File: src/design/asbvp_pkg.sv
// ----------------------------------------------------------------------------
// asbvp_pkg: shared types and constants of the signed byte value parser
// parse phases, status codes and character codes
// ----------------------------------------------------------------------------
package asbvp_pkg;

  localparam int ByteW   = 8;
  localparam int StatusW = 3;
  localparam int MagW    = 9;
  // wide enough for 256 * 10 + 9
  localparam int MagProdW = 12;

  localparam logic [MagW-1:0] MagSat  = MagW'(256);
  localparam logic [MagW-1:0] ByteMax = MagW'(8'hff);

  localparam logic [ByteW-1:0] ChSpace = 8'h20;
  localparam logic [ByteW-1:0] ChPlus  = 8'h2b;
  localparam logic [ByteW-1:0] ChMinus = 8'h2d;
  localparam logic [ByteW-1:0] ChZero  = 8'h30;
  localparam logic [ByteW-1:0] ChNine  = 8'h39;

  typedef enum logic [2:0] {
    PH_LEAD  = 3'd0,
    PH_DIGIT = 3'd1,
    PH_TRAIL = 3'd2,
    PH_JUNK  = 3'd3,
    PH_NOINT = 3'd4
  } phase_t;

  typedef enum logic [StatusW-1:0] {
    ST_OK       = 3'd0,
    ST_NOINT    = 3'd1,
    ST_TRAILING = 3'd2,
    ST_NEGATIVE = 3'd3,
    ST_ABOVE    = 3'd4
  } status_t;

endpackage

File: src/design/ascii_signed_byte_value_parser.sv
// ----------------------------------------------------------------------------
// ascii_signed_byte_value_parser: ascii decimal to unsigned byte
// scans one message a character per word and reports value and status on
// the terminator word
// ----------------------------------------------------------------------------
//
//  channel   ports                               direction  words
//  in        in_valid in_ready in_byte_req in_last  input   one per character
//  out       out_valid out_ready out_value out_status output one per message
//
// one input word is taken every cycle while in_ready is high; a terminator
// word passes the input register, then the result register, once accepted
// the parse state (phase, sign, number flag, magnitude) updates as a word
// leaves the input register; non-terminator words never wait on each other
// in_ready drops only while the input register holds a terminator word and a
// previous result is still waiting on out_ready
// rst_n is synchronous, active low, and returns the parser to leading spaces
// ----------------------------------------------------------------------------
module ascii_signed_byte_value_parser
  import asbvp_pkg::*;
(
  input  logic               clk,
  input  logic               rst_n,
  input  logic               in_valid,
  output logic               in_ready,
  input  logic [ByteW-1:0]   in_byte_req,
  input  logic               in_last,
  output logic               out_valid,
  input  logic               out_ready,
  output logic [ByteW-1:0]   out_value,
  output logic [StatusW-1:0] out_status
);

  // input register
  logic             s1_valid_r;
  logic [ByteW-1:0] s1_byte_r;
  logic             s1_last_r;

  // parse state
  phase_t          phase_r, phase_nxt;
  logic            minus_r, minus_nxt;
  logic            number_r, number_nxt;
  logic [MagW-1:0] mag_r, mag_nxt;

  // result register
  logic               out_valid_r;
  logic [ByteW-1:0]   out_value_r, out_value_nxt;
  status_t            out_status_r, out_status_nxt;

  logic              out_free;
  logic              s1_adv;
  logic              ch_digit;
  logic [MagW-1:0]   digit_mag;
  logic [MagProdW-1:0] mag_prod;

  // a non-terminator word never needs the output slot
  assign out_free = !out_valid_r || out_ready;
  assign s1_adv   = s1_valid_r && (!s1_last_r || out_free);
  assign in_ready = !s1_valid_r || s1_adv;

  assign ch_digit = (s1_byte_r >= ChZero) && (s1_byte_r <= ChNine);

  // magnitude * 10 + digit, saturating at 256
  assign mag_prod  = ({mag_r, 3'b000} + {2'b00, mag_r, 1'b0})
                   + MagProdW'(s1_byte_r - ChZero);
  assign digit_mag = (mag_prod > MagProdW'(MagSat)) ? MagSat : mag_prod[MagW-1:0];

  // next parse state and result
  always_comb begin
    phase_nxt      = phase_r;
    minus_nxt      = minus_r;
    number_nxt     = number_r;
    mag_nxt        = mag_r;
    out_value_nxt  = '0;
    out_status_nxt = ST_OK;

    if (s1_last_r) begin
      // status priority: no integer, trailing data, negative, above 255
      if (!number_r || phase_r == PH_NOINT) begin
        out_status_nxt = ST_NOINT;
      end else if (phase_r == PH_JUNK) begin
        out_status_nxt = ST_TRAILING;
      end else if (minus_r && mag_r != '0) begin
        out_status_nxt = ST_NEGATIVE;
      end else if (mag_r > ByteMax) begin
        out_status_nxt = ST_ABOVE;
      end else begin
        out_status_nxt = ST_OK;
        out_value_nxt  = mag_r[ByteW-1:0];
      end
      // back to the reset state for the next message
      phase_nxt  = PH_LEAD;
      minus_nxt  = 1'b0;
      number_nxt = 1'b0;
      mag_nxt    = '0;
    end else begin
      case (phase_r)
        PH_LEAD: begin
          if (s1_byte_r == ChSpace) begin
            phase_nxt = PH_LEAD;
          end else if (s1_byte_r == ChPlus || s1_byte_r == ChMinus) begin
            minus_nxt  = (s1_byte_r == ChMinus);
            number_nxt = 1'b1;
            phase_nxt  = PH_DIGIT;
          end else if (ch_digit) begin
            number_nxt = 1'b1;
            mag_nxt    = digit_mag;
            phase_nxt  = PH_DIGIT;
          end else begin
            phase_nxt = PH_NOINT;
          end
        end
        PH_DIGIT: begin
          if (ch_digit) begin
            mag_nxt = digit_mag;
          end else if (s1_byte_r == ChSpace) begin
            phase_nxt = PH_TRAIL;
          end else begin
            phase_nxt = PH_JUNK;
          end
        end
        PH_TRAIL: begin
          if (s1_byte_r != ChSpace) begin
            phase_nxt = PH_JUNK;
          end
        end
        default: begin
          // junk and no-integer phases hold until the terminator
          phase_nxt = phase_r;
        end
      endcase
    end
  end

  // input register
  always_ff @(posedge clk) begin
    if (!rst_n) begin
      s1_valid_r <= 1'b0;
    end else if (in_ready) begin
      s1_valid_r <= in_valid;
    end
    if (in_ready && in_valid) begin
      s1_byte_r <= in_byte_req;
      s1_last_r <= in_last;
    end
  end

  // parse state
  always_ff @(posedge clk) begin
    if (!rst_n) begin
      phase_r  <= PH_LEAD;
      minus_r  <= 1'b0;
      number_r <= 1'b0;
      mag_r    <= '0;
    end else if (s1_adv) begin
      phase_r  <= phase_nxt;
      minus_r  <= minus_nxt;
      number_r <= number_nxt;
      mag_r    <= mag_nxt;
    end
  end

  // result register
  always_ff @(posedge clk) begin
    if (!rst_n) begin
      out_valid_r <= 1'b0;
    end else if (s1_adv && s1_last_r) begin
      out_valid_r <= 1'b1;
    end else if (out_ready) begin
      out_valid_r <= 1'b0;
    end
    if (s1_adv && s1_last_r) begin
      out_value_r  <= out_value_nxt;
      out_status_r <= out_status_nxt;
    end
  end

  assign out_valid  = out_valid_r;
  assign out_value  = out_value_r;
  assign out_status = out_status_r;

`ifndef SYNTH
  // a result only appears after a terminator word left the input register
  a_out_from_last: assert property (@(posedge clk) disable iff (!rst_n)
    $rose(out_valid_r) |-> $past(s1_adv && s1_last_r))
    else $error("result appeared without a terminator word");

  // a terminator word clears the parse state
  a_state_cleared: assert property (@(posedge clk) disable iff (!rst_n)
    (s1_adv && s1_last_r) |=> (phase_r == PH_LEAD && mag_r == '0 &&
                               !minus_r && !number_r))
    else $error("parse state not cleared after terminator");

  // any status other than ok carries a zero value
  a_value_zero: assert property (@(posedge clk) disable iff (!rst_n)
    (out_valid_r && out_status_r != ST_OK) |-> out_value_r == '0)
    else $error("nonzero value with error status");

  // input stalls only behind a blocked terminator word
  a_stall_cause: assert property (@(posedge clk) disable iff (!rst_n)
    !in_ready |-> (s1_valid_r && s1_last_r && out_valid_r && !out_ready))
    else $error("input stalled without cause");

  // magnitude never exceeds the saturation point
  a_mag_sat: assert property (@(posedge clk) disable iff (!rst_n)
    mag_r <= MagSat)
    else $error("magnitude above saturation");
`endif

endmodule

File: config.mk
export PLATFORM = sky130hd
export DESIGN_NAME = ascii_signed_byte_value_parser
export DESIGN_NICKNAME = d
export VERILOG_FILES = /design/src/design/asbvp_pkg.sv /design/src/design/ascii_signed_byte_value_parser.sv
export SDC_FILE = /design/constraint.sdc
export NUM_CORES = 1
export LEC_CHECK = 0
export ABC_AREA = 1
export BUFFER_PORTS_ARGS = -buffer_cell sky130_fd_sc_hd__buf_4
export CAP_MARGIN = 30
export CORE_MARGIN = 3
export CORE_UTILIZATION = 53
export CTS_CLUSTER_DIAMETER = 100
export CTS_CLUSTER_SIZE = 25
export DETAILED_ROUTE_END_ITERATION = 7
export PLACE_DENSITY = 0.75
export SLEW_MARGIN = 40
export SYNTH_ARGS = -nofsm -noshare
export SYNTH_HDL_FRONTEND = slang
export SYNTH_SLANG_ARGS = --single-unit
File: constraint.sdc
create_clock -name clk -period 3 [get_ports clk]
set_clock_uncertainty 0.1 [all_clocks]
set_input_delay 0.3 -clock clk [delete_from_list [all_inputs] [get_ports clk]]
set_output_delay 0.3 -clock clk [all_outputs]
set_load 0.03 [all_outputs]
---- Yosys cells after proc, flatten, opt, wreduce, memory -nomap -nowiden ----
Cells that the tools add are included.
operators by class
  add/sub/neg operators ................... 3
  $lt $le $gt $ge ......................... 4
  eq/ne operators ......................... 13
  multiplexer cells ....................... 29
  bitwise gates (word level) .............. 1
  reductions and logical operators ........ 29
operators by type and width
  kind                 count
  $mux 9               5
  $eq 8x6->1 const B   3
  $mux 3               7
  $pmux 9 s2           1
  $reduce_and 4->1     4
  $mux 1               13
  $add 12x10->12       1
  $add 12x12->12       1
  $gt 12x9->1 const B  1
  $ne 3x3->1 const B   4
  $gt 9x8->1 const B   1
  $pmux 3 s3           1
  $reduce_bool 9->1    1
  $sub 8x6->9 const B  1
  $ge 8x6->1 const B   1
  $le 8x6->1 const B   1
  $ne 8x6->1 const B   1
  $eq 3x2->1 const B   2
  $reduce_bool 2->1    3
  $reduce_bool 3->1    2
  $logic_and 1x1->1    5
  $logic_or 1x1->1     5
  $reduce_or 5->1      1
  $logic_not 1->1      4
  9 further kinds      10
word-level totals
  flip-flop bits (word level) ............. 36
  output and inout port bits .............. 13

---- Longest topological paths before layout ----
  depth after elaboration ................. 9
  gate-level depth with buffers ........... 17
  depth with buffers taken out ............ 17

---- Worst setup path before layout ----
Ideal clock, no wire load.
  kind .................................... reg-to-reg
  start ................................... register s1_byte_r[4]
  end ..................................... register mag_r[8]
  setup time .............................. 0.132 ns
  arrival time ............................ 2.506 ns
  data required time ...................... 2.768 ns
  setup slack ............................. 0.262 ns
  stages on the path, launching flop included .. 17
  path buffers ............................ 0
  period minus slack after synthesis ...... 2.738 ns
  cell sequence ........................... edfxtp_1 > ha_1 > inv_1 > nand2_1 > inv_1 > fa_1 > ha_1 > nand2_1 > inv_1 > a21oi_1 > nand3_1 > nand2_1 > nand2_1 > nor2_4 > nand3b_1 > nand2_1 > a21oi_1
on the way
  cells in the longest elaborated chain, start to end .. 9
  elaborated cells between the ends (all ways) .. 19
  classes of those cells .................. add/sub: 2; order compare: 3; eq/ne: 5; mux: 6; reduce/logical: 3
RTL lines
  element                   line                                                                          source
  start: declaration        ascii_signed_byte_value_parser.sv:36                                          logic [ByteW-1:0] s1_byte_r;
  start signal: assignment  ascii_signed_byte_value_parser.sv:143                                         s1_byte_r <= in_byte_req;
  $sub 8x6->9               ascii_signed_byte_value_parser.sv:65                                          + MagProdW'(s1_byte_r - ChZero);
  $add 12x12->12            ascii_signed_byte_value_parser.sv:65
  $gt 12x9->1               ascii_signed_byte_value_parser.sv:66                                          assign digit_mag = (mag_prod > MagProdW'(MagSat)) ? MagSat : mag_prod[MagW-1:0];
  $mux 9                    ascii_signed_byte_value_parser.sv:66
  $mux 9                    ascii_signed_byte_value_parser.sv:105, ascii_signed_byte_value_parser.sv:114
  $mux 9                    ascii_signed_byte_value_parser.sv:101                                         end else if (s1_byte_r == ChPlus || s1_byte_r == ChMinus) begin
  $mux 9                    ascii_signed_byte_value_parser.sv:99                                          if (s1_byte_r == ChSpace) begin
  $pmux 9 s2                ascii_signed_byte_value_parser.sv:97                                          case (phase_r)
  $mux 9                    ascii_signed_byte_value_parser.sv:77                                          if (s1_last_r) begin
  end signal: assignment    ascii_signed_byte_value_parser.sv:159                                         mag_r <= mag_nxt;
  end: declaration          ascii_signed_byte_value_parser.sv:43                                          logic [MagW-1:0] mag_r, mag_nxt;
Parallel ways exist; a longest one is shown, timed or not. The select of a mux whose other input is x is not followed.
A chain may end at the register's enable or synchronous reset.

---- Worst setup path in the final report ----
  start ................................... register s1_byte_r[5]
  end ..................................... register mag_r[6]
Same word-level chain as after synthesis.

==> results.md <==
- Synthesized area per cell: 7.83 um2
- Grt ovf: 0
- # IOs: 26
- Critical path fanouts, max: 8
- Final Max Slew Viols: 0
- R2r startpoint: s1_byte_r[5]
- Antenna diode count: 0
- Hold endpoint: s1_last_r
- Setup WS pre-CTS: -0.0161 ns
- IO buf count: 25
- RSZ-0062 raised after global routing: yes
- Number of global-route vias before repair: 1,935
- Layout Nets: 380
- Initial DRC count: 123
- Hold Startpoint: in_last
- Post-route ant nets: 0
- Slowest stage delay, CP: 0.55 ns
- Peak supply drop: 383 uV
- Syn-to-layout area delta: 24.8%
- WL final: 5.32 mm
- Min-Delay Path Class: primary input to flip-flop
- Critical Path Slowest Stage Cell: fa_2
- Cell Pwr Density: 376 mW/mm2
- Deepest clock path buffer count: 2
- Leak: 1.35 nW
- Num rows: 23
- Setup ws final: 0.0153 ns
- FMAX: 0.335 GHz
- Reg2reg path depth: 14
- WHS: 0.0784 ns
- Via density per instance: 5.47
- Outcome: complete, no violations
- Die Span X: 73.6 um
- CP Capture Type: flip-flop
- Area taken by multi-input logic gates: 0.00148 mm2
- Cell Area, Synth: 0.00242 mm2
- Num CTS Buffers: 5
- Worst R2R End: mag_r[6]
- Core footprint: 0.00420 mm2
- Most frequent cells in the layout: nand2_1 (63), inv_1 (48), buf_4 (29)
- Post-detail-place hpwl: 3.84 mm
- Period utilization: 99.5%
- Die Y: 73.6 um
- Synth cell types: 31
- Worst path arrival time: 3.11 ns
- WL/cell: 13.4 um
- Most common cell after layout, fill and taps aside: nand2_1
- Max Cap Viol: 0
- Largest net degree at the start of global routing: 14
- First-pass GRT wire length: 8.31 mm
- Hold path depth: 1
- Register-to-register setup slack: 0.02 ns
- Detailed-router iteration count before antenna repair: 4
- Reg clk slew, reported paths: 0.08 ns
- Vias: 2,165
- Gate Count Post-Synth: 309
- WP data required: 3.12 ns
- DRC Markers: 0
- Root buf cell: clkbuf_8
- Buf/Inv on CP: 2
- Initial antenna violation count: 0
- Startpoint types: flip-flop
- Worst skew pair latency: 0.29 ns
- Crit path top cell by count: nand2_2
- Worst-Margin Slew: 0.490 ns
- Synth Warn #: 0
- Cell breakdown of the critical path: buf_6 -> ha_4 -> inv_2 -> fa_2 -> ha_4 -> a21oi_4 -> nand2_2 -> nand2_2 -> nand2_2 -> nor2_2 -> nand2_2 -> a21oi_4 -> nand4_1 -> a21oi_1
- Crit path kind: flip-flop to flip-flop
- Proportion of synthesized chip area in sequential cells: 38.1%
- Final setup vio count: 0
- Synthesized flop and latch total: 36
- Layout cell share with drive strength beyond 1: 26.3%
- Rel. slew slack: 67.3%
- CTS tree: done
- Final Hold Fails: 0
- Syn_nets: 344
- Register Area: 921 um2
- CTS H-tree depth: 2
- Min Tclk post-route: 2.98 ns
- Clock sink count: 36
- Die Footprint: 0.00541 mm2
- Initial Utilization: 57.6%
- Gr usage total: 20.0%
- Fill count: 337
- Largest delay contributor family on the critical path: adder cells
- Routability Congestion: 0.828
[sequential cells by signal (all words and copies together), names as in the netlist]
signal,count
out_status,3
out_valid,1
number_r,1
s1_valid_r,1
s1_last_r,1
out_value,8
s1_byte_r,8
phase_r,3
mag_r,9
minus_r,1
[layer usage]
| layer | GRT usage (%) | vias to the layer above | wire [um] |
|---|---|---|---|
| li1 | - | 1093 | - |
| met1 | 27.3 | 1001 | 2470 |
| met2 | 31.1 | 61 | 2460 |
| met3 | 6.43 | 10 | 332 |
| met4 | 4.63 | 0 | 59 |
| met5 | 0 | - | 0 |
[metrics by stage]
| stage | instances | utilization, % | setup TNS [ns] | instance area, um2 | total power [W] |
|---|---|---|---|---|---|
| after detailed placement | 382 | 63.4 | -0.0377 | 2660 | 0.000709 |
| after CTS | 390 | 66.3 | 0 | 2790 | 0.00110 |
| final | 396 | 71.8 | 0 | 3020 | 0.00113 |
| after floorplan | 309 | - | 0 | 2420 | 0.000666 |
| after global routing | 396 | 71.8 | -1.02 | 3020 | 0.00119 |
| after global placement | 382 | 63.4 | 0 | 2660 | 0.000706 |
[report_power, final]
group | switching [W] | leakage [nW] | internal, W
Combinational | 0.000114 | 0.966 | 0.0000755
Clock | 0.000182 | 0.0523 | 0.000212
Sequential | 0.0000155 | 0.328 | 0.000535
[area by class of cell]
class                      instances  share of cell area, %
multi-input combinational        216                   49.0
sequential                        36                   30.5
timing repair buffer              31                   7.96
inverter                          55                   6.92
clock buffer                       6                   3.11
tap                               50                   2.07
clock inverter                     2                  0.415
[cell usage after synthesis, drive strengths merged]
cell	instances	area (um2)
nand4	14	87.6
clkinv	1	3.75
ha	14	175
o211ai	1	7.51
a31oi	1	6.26
fa	8	160
edfxtp	20	601
dfxtp	16	320
a21oi	27	150
o21bai	1	7.51
nor4	2	12.5
nor2	26	113
nand3b	2	15.0
nand3	27	150
o21ai	6	41.3
nor3	2	10.0
clkbuf	1	3.75
or2	2	12.5
xnor2	2	17.5
o21a	1	7.51
inv	54	203
buf	2	10.0
nand2	79	304
[worst max-delay path by stage]
stage	start	endpoint	slack, ns	depth (start not counted)
after global placement	s1_byte_r[4]	mag_r[8]	0.02	16
after global routing	s1_byte_r[5]	mag_r[1]	-0.15	14
after CTS	s1_byte_r[5]	mag_r[0]	0.02	15
final	s1_byte_r[5]	mag_r[6]	0.02	14
after detailed placement	s1_byte_r[4]	mag_r[2]	-0.02	14
after floorplan	s1_byte_r[4]	mag_r[8]	0.26	16
[repair_timing]
item / CTS / global route
hold buffers: 0 / 0
setup endpoints to repair: 9 / 9
pin swaps: 1 / 28
cloned: 0 / 1
setup buffers: 0 / 5
gates resized for setup: 3 / 44
[cells by family (layout without fill, tap and decap cells)]
logic type	Yosys count	in the layout	share of synthesized area (%)
simple gates	154	155	29.1
xor+xnor	2	2	0.724
buf+inv	58	94	9.10
flops	36	36	38.1
compound gates	37	37	9.11
fa+ha+maj	22	22	13.9
Note: power is estimated with default switching activity, not from simulation.
